<file path="config.mk">
export PLATFORM = sky130hd
export DESIGN_NAME = http_response_header_parser
export DESIGN_NICKNAME = d
export VERILOG_FILES = /design/src/hrp_pkg.sv /design/src/http_response_header_parser.sv
export VERILOG_INCLUDE_DIRS = /design/src /design/src/src
export SDC_FILE = /design/constraint.sdc
export NUM_CORES = 2
export LEC_CHECK = 0
export BUFFER_PORTS_ARGS = -buffer_cell sky130_fd_sc_hd__buf_4
export CAP_MARGIN = 20
export CORE_UTILIZATION = 55
export DETAILED_ROUTE_END_ITERATION = 8
export GPL_TIMING_DRIVEN = 0
export PLACE_DENSITY_LB_ADDON = 0.05
export SLEW_MARGIN = 20
export SYNTH_ARGS = -nofsm -noshare
export SYNTH_HDL_FRONTEND = slang
export SYNTH_SLANG_ARGS = --single-unit
</file>
<file path="constraint.sdc">
create_clock -name clk -period 8 [get_ports clk]
set_clock_uncertainty 0.05 [all_clocks]
set_input_delay 1.2 -clock clk [delete_from_list [all_inputs] [get_ports clk]]
set_output_delay 1.2 -clock clk [all_outputs]
set_load 0.005 [all_outputs]
</file>
<file path="src/http_response_header_parser_assert.svh">
// Assertion macros for the HTTP response header parser
`ifndef HTTP_RESPONSE_HEADER_PARSER_ASSERT_SVH
`define HTTP_RESPONSE_HEADER_PARSER_ASSERT_SVH
`ifndef SYNTH
`define HRP_ASSERT(label, prop, msg) \
  label: assert property (@(posedge clk) disable iff (rst) prop) else $error(msg);
`define HRP_ASSERT_RST(label, prop, msg) \
  label: assert property (@(posedge clk) prop) else $error(msg);
`else
`define HRP_ASSERT(label, prop, msg)
`define HRP_ASSERT_RST(label, prop, msg)
`endif
`endif

</file>
<file path="src/hrp_pkg.sv">
// ----------------------------------------------------------------------------
// hrp_pkg
// Types and constants shared by the HTTP response header parser.
// ----------------------------------------------------------------------------
package hrp_pkg;

  localparam int unsigned HeaderMax = 2048;

  localparam logic [1:0] OP_BYTE = 2'd0;
  localparam logic [1:0] OP_CLOSE = 2'd1;
  localparam logic [1:0] OP_TICK = 2'd2;
  localparam logic [1:0] OP_RESTART = 2'd3;

  localparam logic [2:0] OUT_OK = 3'd0;
  localparam logic [2:0] OUT_PROTO = 3'd1;
  localparam logic [2:0] OUT_CHUNKED = 3'd2;
  localparam logic [2:0] OUT_HDR_OVF = 3'd3;
  localparam logic [2:0] OUT_TIMEOUT = 3'd4;
  localparam logic [2:0] OUT_BODY_OVF = 3'd5;

  localparam logic [1:0] PH_HEAD = 2'd0;
  localparam logic [1:0] PH_BODY = 2'd1;
  localparam logic [1:0] PH_DONE = 2'd2;

  localparam logic [3:0] ST_DONE = 4'd11;
  localparam logic [3:0] ST_FAIL = 4'd12;
  localparam logic [3:0] VS_IDLE = 4'd15;

  localparam logic [2:0] REG_TIMEOUT = 3'd0;
  localparam logic [2:0] REG_CAPACITY = 3'd1;

  typedef struct packed {
    logic [1:0] opcode;
    logic [7:0] data_byte;
  } in_item_t;

  typedef struct packed {
    logic        body_valid;
    logic        body_keep;
    logic [7:0]  body_byte;
    logic        headers_done;
    logic [15:0] status_value;
    logic        length_known;
    logic [31:0] declared_len;
    logic [31:0] body_total;
    logic        finished;
    logic [2:0]  outcome;
  } out_item_t;

  function automatic logic [7:0] to_lower(input logic [7:0] b);
    return (b >= 8'h41 && b <= 8'h5A) ? b + 8'd32 : b;
  endfunction

  function automatic logic is_ws(input logic [7:0] b);
    return b == 8'h20 || b == 8'h09 || b == 8'h0A || b == 8'h0B || b == 8'h0C
      || b == 8'h0D;
  endfunction

  function automatic logic is_dig(input logic [7:0] b);
    return b >= 8'h30 && b <= 8'h39;
  endfunction

  function automatic logic [7:0] te_char(input logic [4:0] i);
    logic [7:0] c;
    case (i)
      5'd0: c = "t";  5'd1: c = "r";  5'd2: c = "a";  5'd3: c = "n";
      5'd4: c = "s";  5'd5: c = "f";  5'd6: c = "e";  5'd7: c = "r";
      5'd8: c = "-";  5'd9: c = "e";  5'd10: c = "n"; 5'd11: c = "c";
      5'd12: c = "o"; 5'd13: c = "d"; 5'd14: c = "i"; 5'd15: c = "n";
      5'd16: c = "g";
      default: c = 8'h00;
    endcase
    return c;
  endfunction

  function automatic logic [7:0] cl_char(input logic [4:0] i);
    logic [7:0] c;
    case (i)
      5'd0: c = "c";  5'd1: c = "o";  5'd2: c = "n";  5'd3: c = "t";
      5'd4: c = "e";  5'd5: c = "n";  5'd6: c = "t";  5'd7: c = "-";
      5'd8: c = "l";  5'd9: c = "e";  5'd10: c = "n"; 5'd11: c = "g";
      5'd12: c = "t"; 5'd13: c = "h";
      default: c = 8'h00;
    endcase
    return c;
  endfunction

  function automatic logic [7:0] ck_char(input logic [3:0] i);
    logic [7:0] c;
    case (i)
      4'd0: c = "c"; 4'd1: c = "h"; 4'd2: c = "u"; 4'd3: c = "n";
      4'd4: c = "k"; 4'd5: c = "e"; 4'd6: c = "d";
      default: c = 8'h00;
    endcase
    return c;
  endfunction

  function automatic logic [7:0] http_char(input logic [3:0] i);
    logic [7:0] c;
    case (i)
      4'd0: c = "H"; 4'd1: c = "T"; 4'd2: c = "T"; 4'd3: c = "P";
      4'd4: c = "/";
      default: c = 8'h00;
    endcase
    return c;
  endfunction

endpackage

</file>
<file path="src/http_response_header_parser.sv">
// ----------------------------------------------------------------------------
// http_response_header_parser
// Parses an HTTP response header stream and frames the body bytes.
// ----------------------------------------------------------------------------
// Usage:
//   The in channel (in_valid/in_ready/in_item) carries one event per item:
//   a received byte, a connection close, a millisecond tick or a restart.
//   Every accepted item gives exactly one result item on the out channel
//   (out_valid/out_ready/out_item) with the body framing and status fields.
//   The item's effect is computed in the accepting cycle and registered
//   into the output register.
//   Throughput is one item per cycle while results are taken; the single
//   output register is the only stage, so in_ready follows the output
//   register being empty or being taken in the same cycle.
//   When the receiver stalls, the result holds and input is refused until
//   the result is taken; no item is lost.
//   Reset clears the parse state, loads timeout 15000 ms and capacity 0.
//   Registers sit on the APB port: timeout at 0x0, body capacity at 0x4.
//   Write them only while the block is idle.
// ----------------------------------------------------------------------------
`include "http_response_header_parser_assert.svh"

module http_response_header_parser (
  input  logic                clk,
  input  logic                rst,
  input  logic                in_valid,
  output logic                in_ready,
  input  hrp_pkg::in_item_t   in_item,
  output logic                out_valid,
  input  logic                out_ready,
  output hrp_pkg::out_item_t  out_item,
  input  logic                psel,
  input  logic                penable,
  input  logic                pwrite,
  input  logic [2:0]          paddr,
  input  logic [31:0]         pwdata,
  output logic [31:0]         prdata,
  output logic                pready
);

  logic [31:0] resp_timeout;
  logic [31:0] capacity;

  logic [1:0]  phase;
  logic [10:0] hdr_bytes;
  logic [31:0] tail_window;
  logic [3:0]  status_step;
  logic [16:0] status_accum;
  logic [4:0]  line_pos;
  logic [1:0]  cands;
  logic [3:0]  value_step;
  logic [1:0]  seen;
  logic [31:0] length_accum;
  logic        length_valid;
  logic [32:0] body_counter;
  logic [31:0] elapsed_ms;
  logic [2:0]  end_code;
  logic        past_status;
  logic        search_stopped;
  logic        te_chunked;
  logic        cl_ok;
  logic        status_neg;
  logic        headers_seen;

  logic [1:0]  phase_next;
  logic [10:0] hdr_bytes_next;
  logic [31:0] tail_window_next;
  logic [3:0]  status_step_next;
  logic [16:0] status_accum_next;
  logic [4:0]  line_pos_next;
  logic [1:0]  cands_next;
  logic [3:0]  value_step_next;
  logic [1:0]  seen_next;
  logic [31:0] length_accum_next;
  logic        length_valid_next;
  logic [32:0] body_counter_next;
  logic [31:0] elapsed_ms_next;
  logic [2:0]  end_code_next;
  logic        past_status_next;
  logic        search_stopped_next;
  logic        te_chunked_next;
  logic        cl_ok_next;
  logic        status_neg_next;
  logic        headers_seen_next;

  hrp_pkg::out_item_t result;
  logic in_fire;
  logic cfg_write;

  assign in_ready = !out_valid || out_ready;
  assign in_fire = in_valid && in_ready;
  assign pready = 1'b1;
  assign cfg_write = psel && penable && pwrite;

  always_comb begin
    case (paddr)
      {hrp_pkg::REG_TIMEOUT[0], 2'b00}: prdata = resp_timeout;
      {hrp_pkg::REG_CAPACITY[0], 2'b00}: prdata = capacity;
      default: prdata = 32'd0;
    endcase
  end

  always_ff @(posedge clk) begin
    if (rst) begin
      resp_timeout <= 32'd15000;
      capacity <= 32'd0;
    end else if (cfg_write && paddr[1:0] == 2'b00) begin
      if (paddr[2] == hrp_pkg::REG_TIMEOUT[0]) resp_timeout <= pwdata;
      else capacity <= pwdata;
    end
  end

  always_comb begin
    logic [7:0]  b;
    logic [7:0]  lb;
    logic [7:0]  prev;
    logic        crlf;
    logic        bv;
    logic        keep;
    logic        fin;
    logic [2:0]  fcode;
    logic [20:0] acc_mul;
    logic [35:0] len_mul;
    logic [3:0]  d;
    logic        code_ok;
    logic        end_close;

    b = in_item.data_byte;
    lb = hrp_pkg::to_lower(b);
    prev = tail_window[7:0];
    crlf = prev == 8'h0D && b == 8'h0A;
    d = b[3:0] - 4'd0;
    bv = 1'b0;
    keep = 1'b0;
    fin = 1'b0;
    fcode = hrp_pkg::OUT_OK;
    acc_mul = '0;
    len_mul = '0;
    end_close = 1'b0;

    phase_next = phase;
    hdr_bytes_next = hdr_bytes;
    tail_window_next = tail_window;
    status_step_next = status_step;
    status_accum_next = status_accum;
    line_pos_next = line_pos;
    cands_next = cands;
    value_step_next = value_step;
    seen_next = seen;
    length_accum_next = length_accum;
    length_valid_next = length_valid;
    body_counter_next = body_counter;
    elapsed_ms_next = elapsed_ms;
    end_code_next = end_code;
    past_status_next = past_status;
    search_stopped_next = search_stopped;
    te_chunked_next = te_chunked;
    cl_ok_next = cl_ok;
    status_neg_next = status_neg;
    headers_seen_next = headers_seen;

    if (in_item.opcode == hrp_pkg::OP_RESTART) begin
      phase_next = hrp_pkg::PH_HEAD;
      hdr_bytes_next = '0;
      tail_window_next = '0;
      status_step_next = '0;
      status_accum_next = '0;
      line_pos_next = '0;
      cands_next = 2'b11;
      value_step_next = '0;
      seen_next = '0;
      length_accum_next = '0;
      length_valid_next = 1'b0;
      body_counter_next = '0;
      elapsed_ms_next = '0;
      end_code_next = '0;
      past_status_next = 1'b0;
      search_stopped_next = 1'b0;
      te_chunked_next = 1'b0;
      cl_ok_next = 1'b0;
      status_neg_next = 1'b0;
      headers_seen_next = 1'b0;
    end else if (phase != hrp_pkg::PH_DONE) begin
      if (in_item.opcode == hrp_pkg::OP_TICK) begin
        if (elapsed_ms != 32'hFFFF_FFFF) elapsed_ms_next = elapsed_ms + 32'd1;
        if (elapsed_ms_next >= resp_timeout) begin
          fin = 1'b1;
          fcode = hrp_pkg::OUT_TIMEOUT;
        end
      end else if (elapsed_ms >= resp_timeout) begin
        fin = 1'b1;
        fcode = hrp_pkg::OUT_TIMEOUT;
      end else if (in_item.opcode == hrp_pkg::OP_CLOSE) begin
        if (phase == hrp_pkg::PH_HEAD) begin
          fin = 1'b1;
          fcode = hrp_pkg::OUT_PROTO;
        end else begin
          end_close = 1'b1;
        end
      end else if (phase == hrp_pkg::PH_HEAD) begin
        if ({1'b0, hdr_bytes} + 12'd1 >= 12'(hrp_pkg::HeaderMax)) begin
          fin = 1'b1;
          fcode = hrp_pkg::OUT_HDR_OVF;
        end else begin
          hdr_bytes_next = hdr_bytes + 11'd1;
          tail_window_next = {tail_window[23:0], b};

          // status line
          status_step_next = hrp_pkg::ST_FAIL;
          acc_mul = {4'd0, status_accum} * 21'd10 + {17'd0, d};
          if (status_step <= 4'd4) begin
            if (b == hrp_pkg::http_char(status_step)) status_step_next = status_step + 4'd1;
          end else if (status_step == 4'd5 || status_step == 4'd7) begin
            if (hrp_pkg::is_ws(b)) status_step_next = status_step;
            else if (b == "+" || b == "-")
              status_step_next = (status_step == 4'd5) ? 4'd13 : 4'd14;
            else if (hrp_pkg::is_dig(b)) status_step_next = status_step + 4'd1;
          end else if (status_step == 4'd13 || status_step == 4'd14) begin
            if (hrp_pkg::is_dig(b)) status_step_next = (status_step == 4'd13) ? 4'd6 : 4'd8;
          end else if (status_step == 4'd6) begin
            if (hrp_pkg::is_dig(b)) status_step_next = 4'd6;
            else if (b == ".") status_step_next = 4'd7;
          end else if (status_step == 4'd8 || status_step == 4'd9) begin
            if (status_step == 4'd8 && hrp_pkg::is_dig(b)) status_step_next = 4'd8;
            else if (hrp_pkg::is_ws(b)) status_step_next = 4'd9;
            else if (b == "+" || b == "-") begin
              status_neg_next = b == "-";
              status_step_next = 4'd15;
            end else if (status_step == 4'd9 && hrp_pkg::is_dig(b)) begin
              status_step_next = 4'd10;
              if (status_neg) begin
                if (d != 4'd0) status_accum_next = 17'h10000;
              end else begin
                status_accum_next = acc_mul > 21'h10000 ? 17'h10000 : acc_mul[16:0];
              end
            end
          end else if (status_step == 4'd15 || status_step == 4'd10) begin
            if (hrp_pkg::is_dig(b)) begin
              status_step_next = 4'd10;
              if (status_neg) begin
                if (d != 4'd0) status_accum_next = 17'h10000;
              end else begin
                status_accum_next = acc_mul > 21'h10000 ? 17'h10000 : acc_mul[16:0];
              end
            end else if (status_step == 4'd10) begin
              status_step_next = hrp_pkg::ST_DONE;
            end
          end else begin
            status_step_next = status_step;
          end

          // header lines
          if (!past_status) begin
            if (crlf) begin
              past_status_next = 1'b1;
              line_pos_next = '0;
              cands_next = 2'b11;
              value_step_next = '0;
            end
          end else begin
            if (line_pos == 5'd0 && b == 8'h0D) search_stopped_next = 1'b1;
            if (!search_stopped_next) begin
              // transfer-encoding
              if (cands[0]) begin
                if (line_pos < 5'd17) begin
                  if (lb != hrp_pkg::te_char(line_pos)) cands_next[0] = 1'b0;
                end else if (line_pos == 5'd17) begin
                  if (b == ":" && !seen[0]) begin
                    seen_next[0] = 1'b1;
                    value_step_next = '0;
                  end else begin
                    cands_next[0] = 1'b0;
                  end
                end else if (value_step != hrp_pkg::VS_IDLE
                             && !(value_step == 4'd0 && b == " ")) begin
                  if (value_step < 4'd7 && lb == hrp_pkg::ck_char(value_step)) begin
                    value_step_next = value_step + 4'd1;
                    if (value_step == 4'd6) begin
                      te_chunked_next = 1'b1;
                      value_step_next = hrp_pkg::VS_IDLE;
                    end
                  end else begin
                    value_step_next = hrp_pkg::VS_IDLE;
                  end
                end
              end
              // content-length
              if (cands[1]) begin
                len_mul = {4'd0, length_accum} * 36'd10 + {32'd0, d};
                if (line_pos < 5'd14) begin
                  if (lb != hrp_pkg::cl_char(line_pos)) cands_next[1] = 1'b0;
                end else if (line_pos == 5'd14) begin
                  if (b == ":" && !seen[1]) begin
                    seen_next[1] = 1'b1;
                    value_step_next = '0;
                    length_accum_next = '0;
                  end else begin
                    cands_next[1] = 1'b0;
                  end
                end else if (value_step == 4'd0 || value_step == 4'd2) begin
                  if (b == " " || b == 8'h09) begin
                    value_step_next = value_step;
                  end else if (value_step == 4'd0 && hrp_pkg::is_dig(b)) begin
                    length_accum_next = {28'd0, d};
                    value_step_next = 4'd1;
                  end else if (value_step == 4'd2 && b == 8'h0D) begin
                    value_step_next = 4'd3;
                  end else begin
                    value_step_next = hrp_pkg::VS_IDLE;
                  end
                end else if (value_step == 4'd1) begin
                  if (hrp_pkg::is_dig(b)) begin
                    if (len_mul[35:32] != 4'd0) value_step_next = hrp_pkg::VS_IDLE;
                    else length_accum_next = len_mul[31:0];
                  end else if (b == " " || b == 8'h09) value_step_next = 4'd2;
                  else if (b == 8'h0D) value_step_next = 4'd3;
                  else value_step_next = hrp_pkg::VS_IDLE;
                end else if (value_step != hrp_pkg::VS_IDLE) begin
                  if (b == 8'h0A) cl_ok_next = 1'b1;
                  value_step_next = hrp_pkg::VS_IDLE;
                end
              end
            end
            if (crlf) begin
              line_pos_next = '0;
              cands_next = 2'b11;
              value_step_next = '0;
            end else begin
              line_pos_next = (line_pos < 5'd31) ? line_pos + 5'd1 : 5'd31;
            end
          end

          // blank line ends the headers
          if (hdr_bytes_next >= 11'd4 && tail_window_next == 32'h0D0A0D0A) begin
            headers_seen_next = 1'b1;
            code_ok = (status_step_next == 4'd10 || status_step_next == hrp_pkg::ST_DONE)
              && status_accum_next <= 17'hFFFF;
            if (!code_ok) begin
              fin = 1'b1;
              fcode = hrp_pkg::OUT_PROTO;
            end else if (te_chunked_next) begin
              fin = 1'b1;
              fcode = hrp_pkg::OUT_CHUNKED;
            end else if (seen_next[1] && !cl_ok_next) begin
              fin = 1'b1;
              fcode = hrp_pkg::OUT_PROTO;
            end else begin
              if (seen_next[1]) length_valid_next = 1'b1;
              if (length_valid_next && length_accum_next == 32'd0) begin
                fin = 1'b1;
                fcode = hrp_pkg::OUT_OK;
              end else begin
                phase_next = hrp_pkg::PH_BODY;
              end
            end
          end
        end
      end else begin
        bv = 1'b1;
        keep = body_counter < {1'b0, capacity};
        if (body_counter != {33{1'b1}}) body_counter_next = body_counter + 33'd1;
        if (length_valid && body_counter_next >= {1'b0, length_accum}) end_close = 1'b1;
      end

      if (end_close) begin
        fin = 1'b1;
        if (length_valid && body_counter_next != {1'b0, length_accum})
          fcode = hrp_pkg::OUT_PROTO;
        else if (body_counter_next > {1'b0, capacity}) fcode = hrp_pkg::OUT_BODY_OVF;
        else fcode = hrp_pkg::OUT_OK;
      end
      if (fin) begin
        phase_next = hrp_pkg::PH_DONE;
        end_code_next = fcode;
      end
    end

    code_ok = (status_step_next == 4'd10 || status_step_next == hrp_pkg::ST_DONE)
      && status_accum_next <= 17'hFFFF;
    result.body_valid = bv;
    result.body_keep = keep;
    result.body_byte = bv ? b : 8'd0;
    result.headers_done = headers_seen_next;
    result.status_value = (headers_seen_next && code_ok) ? status_accum_next[15:0] : 16'd0;
    result.length_known = length_valid_next;
    result.declared_len = length_valid_next ? length_accum_next : 32'd0;
    result.body_total = body_counter_next[32] ? 32'hFFFF_FFFF : body_counter_next[31:0];
    result.finished = phase_next == hrp_pkg::PH_DONE;
    result.outcome = (phase_next == hrp_pkg::PH_DONE) ? end_code_next : hrp_pkg::OUT_OK;
  end

  always_ff @(posedge clk) begin
    if (rst) begin
      phase <= hrp_pkg::PH_HEAD;
      hdr_bytes <= '0;
      tail_window <= '0;
      status_step <= '0;
      status_accum <= '0;
      line_pos <= '0;
      cands <= 2'b11;
      value_step <= '0;
      seen <= '0;
      length_accum <= '0;
      length_valid <= 1'b0;
      body_counter <= '0;
      elapsed_ms <= '0;
      end_code <= '0;
      past_status <= 1'b0;
      search_stopped <= 1'b0;
      te_chunked <= 1'b0;
      cl_ok <= 1'b0;
      status_neg <= 1'b0;
      headers_seen <= 1'b0;
      out_valid <= 1'b0;
    end else begin
      if (in_fire) begin
        phase <= phase_next;
        hdr_bytes <= hdr_bytes_next;
        tail_window <= tail_window_next;
        status_step <= status_step_next;
        status_accum <= status_accum_next;
        line_pos <= line_pos_next;
        cands <= cands_next;
        value_step <= value_step_next;
        seen <= seen_next;
        length_accum <= length_accum_next;
        length_valid <= length_valid_next;
        body_counter <= body_counter_next;
        elapsed_ms <= elapsed_ms_next;
        end_code <= end_code_next;
        past_status <= past_status_next;
        search_stopped <= search_stopped_next;
        te_chunked <= te_chunked_next;
        cl_ok <= cl_ok_next;
        status_neg <= status_neg_next;
        headers_seen <= headers_seen_next;
        out_valid <= 1'b1;
      end else if (out_ready) begin
        out_valid <= 1'b0;
      end
    end
  end

  always_ff @(posedge clk) begin
    if (in_fire) out_item <= result;
  end

  `HRP_ASSERT(a_stall_blocks, out_valid && !out_ready |-> !in_ready, "input taken while stalled")
  `HRP_ASSERT(a_done_outcome, out_valid && !out_item.finished |-> out_item.outcome == hrp_pkg::OUT_OK, "outcome while running")
  `HRP_ASSERT(a_body_after_hdr, out_valid && out_item.body_valid |-> out_item.headers_done, "body before headers")
  `HRP_ASSERT_RST(a_reset_empty, rst |=> !out_valid, "result after reset")

endmodule

</file>
==> out/qor.yml <==
status: "finished, final reports clean"
hold_ws_ns: 0.409
clockBufferDepth: 3
hold_path.class: "register to register"
drc_errors: 0
drt_wl_total_um: 115000
rr_worst_depth: 19
antenna_left: 0
synth.top_cell.area_share: 0.176
grt_usage: 0.413
ys_seq_area_frac: 0.275
fin_nets: 4340
placedCellCount: 4646
cts_buffers: 41
dpl_worst_slack_ns: -0.337
tightest_slew_ns: 1.25
syn-instance-count: 3777
ios: 183
synth_edf_count: 96
cts.htree.levels: 2
rows: 84
worst-setup-path-type: "register to register"
holdBufCountCts: 0
via_count: 30800
cts_setup_buffers: 0
setup_viol: 0
rr_startpoint: "length_accum[1]"
p_leak_uw: 0.0129
finalCritPeriodShare: 0.984
power_density_mw_per_mm2: 130
hold_path_end: "tail_window[22]"
finalCriticalPeriod_ns: 7.87
port_buffers: 178
cp-end-kind: "register"
die_w_um: 232
synth-seq-cells: 353
grt_pass1_vias: 28000
stdcell_count: 4723
grt_pass1_wl_um: 170000
dieHeight_um: 232
yosys.cell_types.count: 97
rsz0062_at_grt: "no"
cts_tree: "yes"
avgViaCountPerCell: 6.53
clk_pin_slew_ns: 0.06
antenna_found_initial: 6
dr.pass1.iters: 7
worstPathArrival_ns: 8.14
grt_overflow: 0
placed_area_sq_mm: 0.0314
area_growth_pct: 12.5
cap_violations: 0
design_area_sq_mm: 0.0328
hp-start: "tail_window[22]"
postLayoutCoreUtil: 0.625
insertion_delay_ns: 0.60
wl_per_cell_um: 24.3
setup_ws_ns: 0.132
synth_top_flop_cell: "dfxtp_1"
clock-sinks: 353
synth-async-reset-ratio: 0
slew_headroom: 0.156
ir_drop_uv: 157
drv_slew: 0
synthTopCellsByCount: "437 x nand2_1, 373 x a21oi_1, 362 x nor2_1"
crit_required_ns: 8.27
worstReg2RegEnd: "out_item[3]"
dieArea_sq_mm: 0.0539
max_freq_mhz: 127
hold_viol: 0
cp-start-kind: "register"
synth_top_cells_by_area: "dfxtp_1 18%, ha_1 12%, edfxtp_1 9.9%"
layout-drive-gt1-share: 0.0823
yosysMostFrequentCell: "nand2_1"
start_util: 0.556
fp.coreArea_sq_mm: 0.0524
gp_congestion: 1.08
synth_area_per_cell_sq_um: 7.72
dpl.hpwl_um: 89000
worst-path-max-fanout: 8
hold_path_depth: 2
postSynthNetCount: 4116
drt-initial-drc-count: 3902
root_buffer: "clkbuf_16"
ff2ff_setup_slack_ns: 0.13
syn_area_sq_mm: 0.0292
yosys_warnings: 0
synth_largest_area_cell: "dfxtp_1"
grt_max_degree: 36
[power by group]
part | total (uW) | leakage, uW | internal (uW) | switching [uW]
Sequential | 1890 | 0.00303 | 1870 | 25.6
Clock | 1880 | 0.000637 | 1050 | 831
Combinational | 483 | 0.00928 | 148 | 336
[state kept, by name (all words and copies together) (netlist names), 2 cells and up, named ones only]
signal        count
hdr_bytes        11
resp_timeout     32
line_pos          5
value_step        4
status_accum     17
length_accum     32
status_step       4
phase             2
capacity         32
end_code          3
body_counter     33
elapsed_ms       32
out_item         96
seen              2
tail_window      24
cands             2
[layout make-up]
type	instances	area, sq um
Multi-Input combinational cell	3030	19700
Fill cell	4956	19700
Sequential cell	353	8030
Timing Repair Buffer	181	1400
Clock buffer	56	1110
Tap cell	688	861
Buffer	223	858
Inverter	171	642
Clock inverter	18	180
Antenna cell	3	7.51
[routing by layer]
layer,vias up,share of wire,GRT usage
li1,14200,-,-
met1,14500,0.42,0.564
met2,1746,0.41,0.602
met3,381,0.11,0.0909
met4,4,0.061,0.225
met5,-,0.00020,0.000919
[kinds of logic after synthesis]
kind of cell | count (synthesis) | synth area share
AOI/OAI and AO/OA | 1061 | 0.237
xor gates and xnor gates | 232 | 0.0697
adders and majority gates | 287 | 0.124
buffers and inverters | 394 | 0.0514
DFF | 353 | 0.275
muxes | 22 | 0.00785
other | 1 | 0.000129
and+or+nand+nor | 1427 | 0.234
[worst max path at each step]
stage | end | slack [ns] | cells after the start | start
6_report | out_item[3] | 0.13 | 19 | length_accum[1]
3_3_place_gp | out_item[0] | -0.34 | 29 | resp_timeout[17]
2_1_floorplan | out_item[0] | 1.87 | 22 | in_item[9]
5_1_grt | out_item[0] | 0.05 | 29 | resp_timeout[17]
4_1_cts | out_item[0] | 0.17 | 29 | resp_timeout[17]
3_5_place_dp | out_item[0] | -0.34 | 29 | resp_timeout[19]
[placed cells by master (no fill, tap or decap), drive strengths merged, types with 46 or more instances in the layout]
| cell type | n |
|---|---|
| nand3 | 123 |
| nor3 | 107 |
| a211oi | 52 |
| nor2 | 362 |
| buf | 208 |
| inv | 170 |
| ha | 283 |
| a22oi | 64 |
| a21o | 71 |
| nand4 | 72 |
| dfxtp | 257 |
| xor2 | 75 |
| clkbuf | 252 |
| edfxtp | 96 |
| o21ai | 175 |
| and3 | 46 |
| a21oi | 377 |
| nand2 | 437 |
| xnor2 | 157 |
[critical path: stages (launching register included)]
cell and delay [ns]:
dfxtp_1 0.72, ha_1 0.34, ha_1 0.25, fa_1 0.45
a211oi_2 0.47, o211a_1 0.26, o21a_1 0.19, nand2_1 0.11
a311oi_1 0.64, and4_1 0.30, buf_2 0.17, nand4_1 0.14
o31ai_1 0.56, a21oi_1 0.36, a211oi_1 0.58, o2111ai_1 0.17
or4_1 0.48, nor4_2 0.51, a311oi_1 0.29, a21oi_1 0.55
[stage by stage]
stage          TNS (ns)  power [uW]
6_report              0        4260
5_1_grt               0        4360
2_1_floorplan         0        2170
3_5_place_dp     -0.479        2390
4_1_cts               0        4250
3_3_place_gp     -0.503        2390
[timing repair]
action,in CTS,in global routing
pin swaps,0,0
endpoints found under the setup margin,3,4
resized for setup,3,7
gates cloned,0,0
Power figures use the tool's default switching activity.
